--- config.mk ---
export PLATFORM = sky130hd
export DESIGN_NAME = periodic_timer_scheduler_unit
export DESIGN_NICKNAME = d
export VERILOG_FILES = /design/src/rtl/core/pts_pkg.sv /design/src/rtl/core/periodic_timer_scheduler_unit.sv /design/src/rtl/core/pts_ram.sv
export SDC_FILE = /design/constraint.sdc
export NUM_CORES = 2
export LEC_CHECK = 0
export BUFFER_PORTS_ARGS = -buffer_cell sky130_fd_sc_hd__buf_2
export CORE_ASPECT_RATIO = 1.2
export CORE_MARGIN = 1.5
export CORE_UTILIZATION = 40
export DETAILED_ROUTE_END_ITERATION = 7
export HOLD_SLACK_MARGIN = 0.05
export PLACE_DENSITY = 0.57
export SETUP_SLACK_MARGIN = 0.2
export SYNTH_ARGS = -nofsm -noshare
export SYNTH_HDL_FRONTEND = slang
export SYNTH_HIERARCHICAL = 1
export SYNTH_SLANG_ARGS = --single-unit
--- constraint.sdc ---
create_clock -name aclk -period 24.1 [get_ports aclk]
set_input_delay 3.615 -clock aclk [delete_from_list [all_inputs] [get_ports aclk]]
set_output_delay 3.615 -clock aclk [all_outputs]
set_load 0.005 [all_outputs]
--- src/rtl/core/pts_pkg.sv ---
// Types, codes and constants shared by the timer scheduler modules.
package pts_pkg;

    localparam int NUM_TIMERS_DEF = 16;
    localparam int TIME_WIDTH_DEF = 32;
    localparam int FIRE_LIMIT     = 16;
    localparam int FIRE_CNT_W     = $clog2(FIRE_LIMIT + 1);

    localparam int ID_W       = 8;
    localparam int DELAY_W    = 31;
    localparam int INTERVAL_W = 31;
    localparam int REPEAT_W   = 16;

    localparam logic CMD_TICK = 1'b0;
    localparam logic CMD_ADD  = 1'b1;

    typedef enum logic [1:0] {
        KIND_FIRED    = 2'd0,
        KIND_ADDED    = 2'd1,
        KIND_REJECTED = 2'd2
    } kind_t;

    typedef enum logic [2:0] {
        ST_IDLE,
        ST_ADD_SCAN,
        ST_SCAN,
        ST_DECIDE,
        ST_FLUSH
    } state_t;

    typedef struct packed {
        logic                  command;
        logic [ID_W-1:0]       timer_id;
        logic [DELAY_W-1:0]    first_delay;
        logic [INTERVAL_W-1:0] interval;
        logic [REPEAT_W-1:0]   repeat_count;
    } in_item_t;

    typedef struct packed {
        kind_t               kind;
        logic [ID_W-1:0]     timer_id_res;
        logic [REPEAT_W-1:0] repeats_left;
        logic                last;
    } out_item_t;

endpackage

--- src/rtl/core/periodic_timer_scheduler_unit.sv ---
// Top level of the periodic timer scheduler: slot table, time counter and fire sequencer.
//
// Usage: items arrive on the s_ channel (valid/ready). An item with command
// set adds a timer; it gives exactly one result item (accepted or rejected,
// last set). An item with command clear is one tick: the time counter moves
// on by one and every due timer fires, earliest deadline first and lowest
// slot first on ties, one result item per fire, at most 16 per tick, with
// last set on the final one. A tick with nothing due gives no result.
// Results leave on the m_ channel (valid/ready) from an output register.
// Timing: the slot table sits in one RAM that is read one slot per cycle.
// An add walks the occupancy bits one slot at a time up to the first free
// one, that one included, then hands the result to the output register.
// A tick runs one table scan per fire plus a final scan that finds nothing
// due (none after the sixteenth fire). A new item is taken only once the
// previous one has delivered its last result to the output register.
// Reset empties the table and clears the time to zero; no clearing pass is
// needed since occupancy lives in flip-flops. When the receiver stalls, the
// scan still runs; a fire waits only when a finished result has nowhere to go.
module periodic_timer_scheduler_unit
    import pts_pkg::*;
#(
    parameter int NUM_TIMERS = NUM_TIMERS_DEF,
    parameter int TIME_WIDTH = TIME_WIDTH_DEF
) (
    input  logic      aclk,
    input  logic      aresetn,
    input  logic      s_valid,
    output logic      s_ready,
    input  in_item_t  s_item,
    output logic      m_valid,
    input  logic      m_ready,
    output out_item_t m_item
);

    localparam int IDX_W = (NUM_TIMERS > 1) ? $clog2(NUM_TIMERS) : 1;
    localparam int CNT_W = $clog2(NUM_TIMERS + 1);

    // One table entry as it sits in the RAM.
    typedef struct packed {
        logic [ID_W-1:0]       id;
        logic [TIME_WIDTH-1:0] deadline;
        logic [INTERVAL_W-1:0] interval;
        logic [REPEAT_W-1:0]   repeats;
    } slot_entry_t;

    localparam int ENTRY_W = $bits(slot_entry_t);

    // Control state.
    state_t                  state_reg, state_next;
    logic [TIME_WIDTH-1:0]   time_reg, time_next;
    logic [NUM_TIMERS-1:0]   valid_reg, valid_next;
    logic [CNT_W-1:0]        scan_cnt_reg, scan_cnt_next;
    logic                    eval_en_reg, eval_en_next;
    logic                    best_found_reg, best_found_next;
    logic [FIRE_CNT_W-1:0]   fire_cnt_reg, fire_cnt_next;
    logic                    pend_valid_reg, pend_valid_next;
    logic                    m_valid_reg, m_valid_next;

    // Payload state.
    in_item_t                in_reg, in_next;
    logic [IDX_W-1:0]        eval_idx_reg, eval_idx_next;
    logic [IDX_W-1:0]        best_idx_reg, best_idx_next;
    logic [TIME_WIDTH-1:0]   best_late_reg, best_late_next;
    slot_entry_t             best_entry_reg, best_entry_next;
    out_item_t               pend_item_reg, pend_item_next;
    out_item_t               m_item_reg, m_item_next;

    // RAM port signals.
    logic                    ram_wr_en;
    logic [IDX_W-1:0]        ram_wr_addr;
    slot_entry_t             ram_wr_entry;
    logic                    ram_rd_en;
    logic [IDX_W-1:0]        ram_rd_addr;
    logic [ENTRY_W-1:0]      ram_rd_data;

    // Datapath helpers.
    slot_entry_t             rd_entry;
    logic [TIME_WIDTH-1:0]   rd_late;
    logic                    rd_due;
    logic                    out_free;
    logic                    push_en;
    out_item_t               push_item;
    slot_entry_t             fire_entry;
    logic                    fire_removes;
    logic [IDX_W-1:0]        add_idx;
    logic [INTERVAL_W-1:0]   add_interval;

    pts_ram #(
        .WIDTH (ENTRY_W),
        .DEPTH (NUM_TIMERS),
        .ADDR_W(IDX_W)
    ) u_slot_ram (
        .clk    (aclk),
        .wr_en  (ram_wr_en),
        .wr_addr(ram_wr_addr),
        .wr_data(ram_wr_entry),
        .rd_en  (ram_rd_en),
        .rd_addr(ram_rd_addr),
        .rd_data(ram_rd_data)
    );

    // Lateness of the slot whose data just came out of the RAM. A timer is
    // due when the wrapped difference reads as non-negative.
    assign rd_entry = slot_entry_t'(ram_rd_data);
    assign rd_late  = time_reg - rd_entry.deadline;
    assign rd_due   = valid_reg[eval_idx_reg] && !rd_late[TIME_WIDTH-1];

    // The output register can take a new item this cycle.
    assign out_free = !m_valid_reg || m_ready;

    // Entry after firing the chosen timer: deadline moves on by the interval,
    // a nonzero repeat count counts down and the slot frees when it hits zero.
    always_comb begin
        fire_entry          = best_entry_reg;
        fire_entry.deadline = best_entry_reg.deadline + TIME_WIDTH'(best_entry_reg.interval);
        fire_removes        = 1'b0;
        if (best_entry_reg.repeats != '0) begin
            fire_entry.repeats = best_entry_reg.repeats - REPEAT_W'(1);
            fire_removes       = (best_entry_reg.repeats == REPEAT_W'(1));
        end
    end

    // An interval of zero is loaded as one.
    assign add_interval = (in_reg.interval == '0) ? INTERVAL_W'(1) : in_reg.interval;
    assign add_idx      = scan_cnt_reg[IDX_W-1:0];

    always_comb begin
        state_next      = state_reg;
        time_next       = time_reg;
        valid_next      = valid_reg;
        scan_cnt_next   = scan_cnt_reg;
        eval_en_next    = 1'b0;
        eval_idx_next   = scan_cnt_reg[IDX_W-1:0];
        best_found_next = best_found_reg;
        best_idx_next   = best_idx_reg;
        best_late_next  = best_late_reg;
        best_entry_next = best_entry_reg;
        fire_cnt_next   = fire_cnt_reg;
        pend_valid_next = pend_valid_reg;
        pend_item_next  = pend_item_reg;
        in_next         = in_reg;
        push_en         = 1'b0;
        push_item       = pend_item_reg;
        ram_wr_en       = 1'b0;
        ram_wr_addr     = best_idx_reg;
        ram_wr_entry    = fire_entry;
        ram_rd_en       = 1'b0;
        ram_rd_addr     = scan_cnt_reg[IDX_W-1:0];
        s_ready         = 1'b0;

        case (state_reg)
            ST_IDLE: begin
                s_ready = 1'b1;
                if (s_valid) begin
                    in_next         = s_item;
                    scan_cnt_next   = '0;
                    best_found_next = 1'b0;
                    fire_cnt_next   = '0;
                    if (s_item.command == CMD_ADD) begin
                        state_next = ST_ADD_SCAN;
                    end else begin
                        time_next  = time_reg + TIME_WIDTH'(1);
                        state_next = ST_SCAN;
                    end
                end
            end

            ST_ADD_SCAN: begin
                // Walk the occupancy bits for the lowest free slot.
                if (!valid_reg[add_idx]) begin
                    ram_wr_en               = 1'b1;
                    ram_wr_addr             = add_idx;
                    ram_wr_entry.id         = in_reg.timer_id;
                    ram_wr_entry.deadline   = time_reg + TIME_WIDTH'(in_reg.first_delay);
                    ram_wr_entry.interval   = add_interval;
                    ram_wr_entry.repeats    = in_reg.repeat_count;
                    valid_next[add_idx]     = 1'b1;
                    pend_item_next.kind         = KIND_ADDED;
                    pend_item_next.timer_id_res = in_reg.timer_id;
                    pend_item_next.repeats_left = in_reg.repeat_count;
                    pend_item_next.last         = 1'b1;
                    pend_valid_next = 1'b1;
                    state_next      = ST_FLUSH;
                end else if (scan_cnt_reg == CNT_W'(NUM_TIMERS - 1)) begin
                    pend_item_next.kind         = KIND_REJECTED;
                    pend_item_next.timer_id_res = in_reg.timer_id;
                    pend_item_next.repeats_left = '0;
                    pend_item_next.last         = 1'b1;
                    pend_valid_next = 1'b1;
                    state_next      = ST_FLUSH;
                end else begin
                    scan_cnt_next = scan_cnt_reg + CNT_W'(1);
                end
            end

            ST_SCAN: begin
                // Issue one read per cycle; evaluate the data in the next cycle.
                if (scan_cnt_reg < CNT_W'(NUM_TIMERS)) begin
                    ram_rd_en     = 1'b1;
                    eval_en_next  = 1'b1;
                    scan_cnt_next = scan_cnt_reg + CNT_W'(1);
                end
                if (eval_en_reg) begin
                    // Strictly later wins, so ties stay with the lower slot.
                    if (rd_due && (!best_found_reg || rd_late > best_late_reg)) begin
                        best_found_next = 1'b1;
                        best_idx_next   = eval_idx_reg;
                        best_late_next  = rd_late;
                        best_entry_next = rd_entry;
                    end
                end else if (scan_cnt_reg == CNT_W'(NUM_TIMERS)) begin
                    state_next = ST_DECIDE;
                end
            end

            ST_DECIDE: begin
                if (best_found_reg) begin
                    // A previous fire is now known not to be the last one.
                    if (!pend_valid_reg || out_free) begin
                        if (pend_valid_reg) begin
                            push_en        = 1'b1;
                            push_item.last = 1'b0;
                        end
                        ram_wr_en = 1'b1;
                        if (fire_removes) begin
                            valid_next[best_idx_reg] = 1'b0;
                        end
                        pend_item_next.kind         = KIND_FIRED;
                        pend_item_next.timer_id_res = best_entry_reg.id;
                        pend_item_next.repeats_left = fire_entry.repeats;
                        pend_item_next.last         = 1'b0;
                        pend_valid_next = 1'b1;
                        fire_cnt_next   = fire_cnt_reg + FIRE_CNT_W'(1);
                        scan_cnt_next   = '0;
                        best_found_next = 1'b0;
                        if (fire_cnt_reg == FIRE_CNT_W'(FIRE_LIMIT - 1)) begin
                            state_next = ST_FLUSH;
                        end else begin
                            state_next = ST_SCAN;
                        end
                    end
                end else if (pend_valid_reg) begin
                    state_next = ST_FLUSH;
                end else begin
                    state_next = ST_IDLE;
                end
            end

            ST_FLUSH: begin
                if (out_free) begin
                    push_en         = 1'b1;
                    push_item.last  = 1'b1;
                    pend_valid_next = 1'b0;
                    state_next      = ST_IDLE;
                end
            end

            default: begin
                state_next = ST_IDLE;
            end
        endcase
    end

    // Output register.
    always_comb begin
        m_item_next = m_item_reg;
        if (push_en) begin
            m_valid_next = 1'b1;
            m_item_next  = push_item;
        end else if (m_ready) begin
            m_valid_next = 1'b0;
        end else begin
            m_valid_next = m_valid_reg;
        end
    end

    always_ff @(posedge aclk) begin
        if (!aresetn) begin
            state_reg      <= ST_IDLE;
            time_reg       <= '0;
            valid_reg      <= '0;
            scan_cnt_reg   <= '0;
            eval_en_reg    <= 1'b0;
            best_found_reg <= 1'b0;
            fire_cnt_reg   <= '0;
            pend_valid_reg <= 1'b0;
            m_valid_reg    <= 1'b0;
        end else begin
            state_reg      <= state_next;
            time_reg       <= time_next;
            valid_reg      <= valid_next;
            scan_cnt_reg   <= scan_cnt_next;
            eval_en_reg    <= eval_en_next;
            best_found_reg <= best_found_next;
            fire_cnt_reg   <= fire_cnt_next;
            pend_valid_reg <= pend_valid_next;
            m_valid_reg    <= m_valid_next;
        end
    end

    always_ff @(posedge aclk) begin
        in_reg         <= in_next;
        eval_idx_reg   <= eval_idx_next;
        best_idx_reg   <= best_idx_next;
        best_late_reg  <= best_late_next;
        best_entry_reg <= best_entry_next;
        pend_item_reg  <= pend_item_next;
        m_item_reg     <= m_item_next;
    end

    assign m_valid = m_valid_reg;
    assign m_item  = m_item_reg;

endmodule

--- src/rtl/core/pts_ram.sv ---
// Generic simple dual-port RAM with one write port and a registered read port.
module pts_ram #(
    parameter int WIDTH  = 8,
    parameter int DEPTH  = 16,
    parameter int ADDR_W = (DEPTH > 1) ? $clog2(DEPTH) : 1
) (
    input  logic              clk,
    input  logic              wr_en,
    input  logic [ADDR_W-1:0] wr_addr,
    input  logic [WIDTH-1:0]  wr_data,
    input  logic              rd_en,
    input  logic [ADDR_W-1:0] rd_addr,
    output logic [WIDTH-1:0]  rd_data
);

    logic [WIDTH-1:0] mem_reg [DEPTH];
    logic [WIDTH-1:0] rd_data_reg;

    always_ff @(posedge clk) begin
        if (wr_en) begin
            mem_reg[wr_addr] <= wr_data;
        end
        if (rd_en) begin
            rd_data_reg <= mem_reg[rd_addr];
        end
    end

    assign rd_data = rd_data_reg;

endmodule

After elaboration in Yosys (flattened, before gate mapping)
Memories as Yosys holds them, arrays and structs flattened. A register that Yosys moved wholly into a read port is not among the register bits.
Index checks and enable logic that the tools add are counted.
{"block": "word_totals", "ff_bits": 332, "ramBits": 1392, "input_bits": 91, "out_inout_bits": 29, "mem_count": 1}
{"memory": "u_slot_ram.mem_reg", "words": 16, "word_bits": 87, "rd": 1, "rd_ports_with_merged_regs": 1, "wr": 1, "line": "pts_ram.sv:16", "source": "logic [WIDTH-1:0] mem_reg [DEPTH];"}
{"block": "classes", "n_addsub": 7, "n_lt_le_gt_ge": 7, "n_eq_ne": 23, "mux": 80, "n_bitwise": 4, "n_reduce_logical": 30}
{"op": "2-to-1 mux 87 bit", "n": 2}
{"op": "2-to-1 mux 27 bit", "n": 4}
{"op": "2-to-1 mux 16 bit", "n": 5}
{"op": "adder 32 x 31 -> 32 bit", "n": 2}
{"op": "case mux 27 bit (2 select lines)", "n": 1}
{"op": "2-to-1 mux 5 bit", "n": 8}
{"op": "2-to-1 mux 1 bit", "n": 33}
{"op": "adder 32 x 1 -> 32 bit, second input constant", "n": 1}
{"op": "greater-than comparator 32 bit", "n": 1}
{"op": "case mux 16 bit (2 select lines)", "n": 1}
{"op": "subtractor 32 bit", "n": 1}
{"op": "zero test 31 bit", "n": 1}
{"op": "2-to-1 mux 31 bit", "n": 1}
{"op": "2-to-1 mux 3 bit", "n": 10}
{"op": "!= test 2 bit, second input constant", "n": 13}
{"op": "case mux 5 bit (4 select lines)", "n": 1}
{"op": "AND 16 bit", "n": 1}
{"op": "equality test 16 x 1 -> 1 bit, second input constant", "n": 1}
{"op": "NOT 16 bit", "n": 1}
{"op": "bitwise OR 16 bit", "n": 1}
{"op": "nonzero test 16 bit", "n": 1}
{"op": "subtractor 16 x 1 -> 16 bit, second input constant", "n": 1}
{"op": "< comparator 4 x 5 -> 1 bit, second input constant", "n": 3}
{"op": "case mux 3 bit (5 select lines)", "n": 1}
{"op": "other kinds (30)", "n": 56}

Logic depth before layout (Yosys ltp)
{"block": "depth", "depth_word": 10, "depth_mapped": 22, "ltp_nobuf": 22}

Modules after synthesis
Netlist, hierarchy kept.
{"mod": "pts_ram", "n_inst": 1, "cells_each": 2232, "area_each_um2": 54646.2, "seq_area_each_um2": 44412.6}
{"mod": "periodic_timer_scheduler_unit", "n_inst": 1, "cells_each": 1780, "area_each_um2": 18531.5, "seq_area_each_um2": 9278.9}

Worst setup path after synthesis
OpenSTA, ideal clock, no wires.
{"block": "synth_path", "path_kind": "flip-flop to flip-flop", "startpoint": "register time_reg[0]", "endpoint": "register best_entry_reg[0] in the netlist's numbering (enable)", "arrival_time_ns": 15.113, "required_ns": 23.194, "path_slack_ns": 8.080, "stages_incl_launch_ff": 18, "n_path_buf": 0, "period_less_slack_ns": 16.020, "cell_sequence": "dfxtp_1 -> inv_1 -> ha_1 -> inv_1 -> fa_1 -> a211oi_1 -> o21ai_0 -> nand3_1 -> o211ai_1 -> a41oi_1 -> o21ai_0 -> o221ai_1 -> o311ai_0 -> ha_1 -> nand4_1 -> nor4_1 -> a221oi_1 -> nor4_1"}
{"block": "synth_between", "elab_chain_cells": 5}
{"item": "start: declaration", "line": "periodic_timer_scheduler_unit.sv:50", "source": "logic [TIME_WIDTH-1:0] time_reg, time_next;"}
{"item": "start signal: assignment", "line": "periodic_timer_scheduler_unit.sv:290", "source": "time_reg <= time_next;"}
{"item": "subtractor 32 bit", "line": "periodic_timer_scheduler_unit.sv:105", "source": "assign rd_late = time_reg - rd_entry.deadline;"}
{"item": "net rd_late[30]", "line": "periodic_timer_scheduler_unit.sv:78", "source": "logic [TIME_WIDTH-1:0] rd_late;"}
{"item": "greater-than comparator 32 bit", "line": "periodic_timer_scheduler_unit.sv:205", "source": "if (rd_due && (!best_found_reg || rd_late > best_late_reg)) begin"}
{"item": "logical OR 1 bit", "line": "periodic_timer_scheduler_unit.sv:205"}
{"item": "logical AND 1 bit", "line": "periodic_timer_scheduler_unit.sv:205"}
{"item": "AND reduction 3 bit (no line)"}
{"item": "end signal: assignment", "line": "periodic_timer_scheduler_unit.sv:306", "source": "best_entry_reg <= best_entry_next;"}
{"item": "end: declaration", "line": "periodic_timer_scheduler_unit.sv:64", "source": "slot_entry_t best_entry_reg, best_entry_next;"}
The timed path passes the listed nets, and every way through them passes these cells.
A chain may end at the register's enable or synchronous reset.

Worst setup path in the final report
{"block": "layout_path", "startpoint": "register time_reg[0]", "endpoint": "register best_entry_reg[20] in the netlist's numbering (enable)"}
The elaborated chain is that of the path after synthesis.

==> out/qor.log <==
INFO  sta            timing_worst_slew_pin_value=1.32ns
INFO  route          wire_per_inst=26.6um
INFO  route          via_per_inst=5.57
INFO  power          clock_power_share=39.6%
INFO  logic_synthesis synth.net_count=4241
INFO  sta            hold_viol_final=0
INFO  route          drt_drc_violations_left=0
INFO  power          power_internal=5.38mW
INFO  global_routing number_of_antenna_violations_at_the_first_check_in_global_routing=11
INFO  run            drv_cap=0
INFO  route          routed-wl-met3=12000um
INFO  worst_hold_path worst_hold_path.endpoint=best_entry_reg[35]
INFO  sta            clock.fmax=151MHz
INFO  route          wl_met1=82000um
INFO  route          via_count=38000
INFO  final_layout   fillers=15600
INFO  power          p_leak=27.0nW
INFO  worst_setup_path critPathLaunchType=flip-flop
INFO  floorplan      placementRows=171
INFO  place          place.detailed.hpwl=105000um
INFO  sta            relSlewSlack=11.2%
INFO  logic_synthesis share_of_the_synthesized_area_in_compound_gates_ao_oa_aoi_oai=5.53%
INFO  clock_tree     cts-root-buf=clkbuf_16
INFO  worst_setup_path worst-endpoint-required=24.50ns
INFO  power          total_power=6.98mW
INFO  worst_setup_path r2r_slack=17.49ns
INFO  worst_hold_path hold_path.class=flip-flop to flip-flop
INFO  logic_synthesis synth_warnings=6
INFO  power          combinationalPowerShare=8.2%
INFO  clock_tree     clock_tree_from_tritoncts=built
INFO  sta            final-setup-viol-count=0
INFO  logic_synthesis instance_count_of_the_mapped_netlist=4012
INFO  final_layout   largest_reg_flops=1392
INFO  run_status     outcome=completed
INFO  logic_synthesis synthMuxAreaShare=11.2%
INFO  sta            fin_setup_tns=0ns
INFO  sta            final_worst_path_period_need=6.61ns
INFO  logic_synthesis synthSimpleGateAreaFrac=4.49%
INFO  worst_setup_path reg2reg_to=best_entry_reg[20]
INFO  route          detail-route-antenna-nets=0
INFO  power          switching_share_of_power=22.9%
INFO  floorplan      die-area=0.186mm2
INFO  floorplan      boundary_pins=120
INFO  final_layout   multi_input_area=0.0184mm2
INFO  final_layout   relative_area_change_from_synthesis_to_final_layout=13.2%
INFO  clock_tree     tritoncts.num_buffers=186
INFO  final_layout   postLayoutCoreUtil=45.6%
INFO  clock_tree     cts_hold_buffers=0
INFO  global_routing grt_max_degree=126
INFO  logic_synthesis synth-async-reset-ratio=0%
INFO  sta            finalClockSkew=0.0585ns
INFO  logic_synthesis synth-seq-cells=1811
INFO  clock_tree     cts-htree-levels=4
INFO  logic_synthesis ys_types=77
INFO  sta            layout_worst_path_cycle_share=27.4%
INFO  global_routing grt_util_all_layers=19.5%
INFO  floorplan      starting_utilization_of_the_core_area=40.3%
INFO  worst_setup_path setup.worst_path.end_class=flip-flop
INFO  logic_synthesis synth_area_per_cell=18.2um2
INFO  place          port_buf_inserts=119
INFO  final_layout   final_net_count=4480
INFO  worst_hold_path worst_hold_path.num_cells=0
INFO  power          vdd.ir_drop.worst=81.6uV
INFO  logic_synthesis synth_ff_type=edfxtp_1
INFO  global_routing grt-ovfl-total=0
INFO  clock_tree     post_cts.resized_instances=0
INFO  global_routing first_global_vias=38900
INFO  clock_tree     clk_transition_reported_paths=0.06ns
INFO  logic_synthesis synth.cell_area=0.0732mm2
INFO  worst_setup_path r2r.worst_path.cells=19
INFO  power          powerDensity=84.3mW/mm2
INFO  sta            rsz_0062_raised_after_global_routing=no
INFO  place          gp_congestion=0.806
INFO  route          dr.max_layer_used=met5
INFO  logic_synthesis synth_edf_count=1742
INFO  route          wirelength=182000um
INFO  worst_setup_path criticalPathCategory=flip-flop to flip-flop
INFO  route          detailroute.wirelength.met2=84200um
INFO  worst_setup_path worstReg2RegStart=time_reg[0]
INFO  floorplan      die_width=393um
INFO  route          drt_iter0_markers=3738
INFO  final_layout   drive_above_1_share=20.0%
INFO  worst_hold_path hold_path_startpoint=u_slot_ram/rd_data[35]
INFO  worst_setup_path critPathMaxFanout=56
INFO  sta            maxSlewViolCount=0
INFO  worst_setup_path cp_data_arrival_time=7.01ns
INFO  logic_synthesis seq_area_frac_synth=73.4%
INFO  final_layout   area.sequential=0.0537mm2
INFO  clock_tree     post-cts-setup-buffer-count=0
INFO  logic_synthesis synth_top_family_by_area=multiplexers
INFO  power          switching_power=1.60mW
INFO  clock_tree     cts.path.max_buffers=3
INFO  floorplan      placeableCoreArea=0.181mm2
INFO  logic_synthesis yosys.area_share.adder=2.39%
INFO  route          drt_first_pass_iters=8
INFO  power          power.share.sequential=52.1%
INFO  floorplan      die_h=472um
INFO  global_routing wire_length_of_the_first_global_routing_pass=265000um
INFO  clock_tree     clock_latency_of_the_later_clocked_register_in_the_worst_skew_pair=0.83ns
INFO  logic_synthesis synthXorXnorAreaFrac=1.34%
INFO  clock_tree     tritoncts_num_sinks=1811
-- synth_stat cells (26+ instances only) --
master,count,area [um2]
nor3_1,26,130
clkbuf_1,71,267
buf_2,32,160
inv_1,110,413
dfxtp_1,69,1380
a22oi_1,174,1310
xnor2_1,66,578
and2_1,32,200
a21oi_1,117,586
mux4_2,358,8060
nand3_1,34,170
a21o_1,49,368
nor2_1,106,398
edfxtp_1,1742,52300
o21ai_0,95,475
buf_1,27,101
nand2_1,360,1350
xor2_1,46,403
ha_1,135,1690
-- cell usage in the layout, fill, tap and decap left out, types with 14 or more instances in the layout --
master,Yosys,routed
o21a_1,22,22
a211oi_1,14,14
or3_1,14,14
nor3_1,26,21
nor2b_1,20,18
a21o_1,49,49
a21boi_0,23,23
buf_2,32,119
mux4_2,358,358
nand2b_1,17,17
and3_1,17,17
xnor2_1,66,66
clkbuf_1,71,45
o21ai_0,95,90
edfxtp_1,1742,1742
nor4_1,18,17
clkinv_1,0,43
and2_1,32,31
nor2_1,106,90
nand4_1,25,25
a21oi_1,117,115
nor2_4,0,15
buf_4,20,90
xor2_1,46,46
nand3_1,34,34
ha_1,135,135
a22oi_1,174,174
clkinv_2,0,26
o22ai_1,15,15
clkbuf_16,0,193
inv_1,110,108
dfxtp_1,69,67
nand2_1,360,360
-- layout make-up --
cell class / instances / area share (%)
diodes: 1 / 0.00302
clock buffers: 243 / 6.12
clock inverters: 96 / 0.944
inverters: 110 / 0.502
multi-input cells: 1927 / 22.2
flip-flops and latches: 1811 / 64.8
well taps: 2422 / 3.66
repair buffers: 215 / 1.68
-- per-stage QoR --
| stage | cells | instance area [um2] | setup slack (ns) | hold WS (ns) |
|---|---|---|---|---|
| detailed placement | 6482 | 76900 | 16.78 | 0.405 |
| global route | 6825 | 82800 | 17.02 | 0.401 |
| floorplan | 4012 | 73200 | 8.08 | 0.376 |
| finish | 6825 | 82800 | 17.49 | 0.392 |
| global placement | 6482 | 76900 | 16.83 | 0.401 |
| CTS | 6821 | 82800 | 17.49 | 0.390 |
-- worst max-delay path by stage --
stage | startpoint | endpoint | slack, ns
floorplan | time_reg[0] | best_entry_reg[0] | 8.08
global placement | m_ready | u_slot_ram/mem_reg[0][19] | 16.83
detailed placement | m_ready | u_slot_ram/mem_reg[0][19] | 16.78
CTS | time_reg[0] | best_entry_reg[20] | 17.49
global route | time_reg[0] | best_entry_reg[19] | 17.02
finish | time_reg[0] | best_entry_reg[20] | 17.49
-- power by group through the flow --
stage / Sequential [mW] / Combinational [mW] / Clock (mW)
floorplan: 3.69 / 0.404 / 0
global placement: 3.70 / 0.580 / 0
detailed placement: 3.70 / 0.585 / 0
CTS: 3.64 / 0.588 / 2.84
global route: 3.64 / 0.630 / 2.95
finish: 3.64 / 0.576 / 2.77
-- layer usage --
metal  track usage [%]  up-vias
li1                  -    16600
met1              28.2    20000
met2              30.6     1249
met3              3.72      231
met4              4.79        2
met5                 0        -
-- kinds of logic (layout without fill, tap and decap cells) --
group / Yosys count / after routing
compound gates: 597 / 597
other cells: 0 / 1
simple gates: 711 / 711
flops: 1811 / 1811
mux: 369 / 369
xor+xnor: 112 / 112
buf+inv: 274 / 664
fa+ha+maj: 138 / 138
-- worst max-delay path: stages, from the launching register on --
cell and delay (ns):
dfxtp_1 0.34, inv_1 0.12, ha_1 0.19, inv_1 0.06, fa_1 0.42, a211oi_1 0.28, o21ai_0 0.22, nand3_1 0.11
o211ai_1 0.23, a41oi_1 0.45, o21ai_0 0.25, o221ai_1 0.33, o311ai_0 0.22, ha_1 0.34, nand4_1 0.15, nor4_1 0.39
a221oi_1 0.23, nor4_2 0.22, buf_4 0.71, buf_4 0.76
No activity file was read; power rests on OpenSTA's default activity.
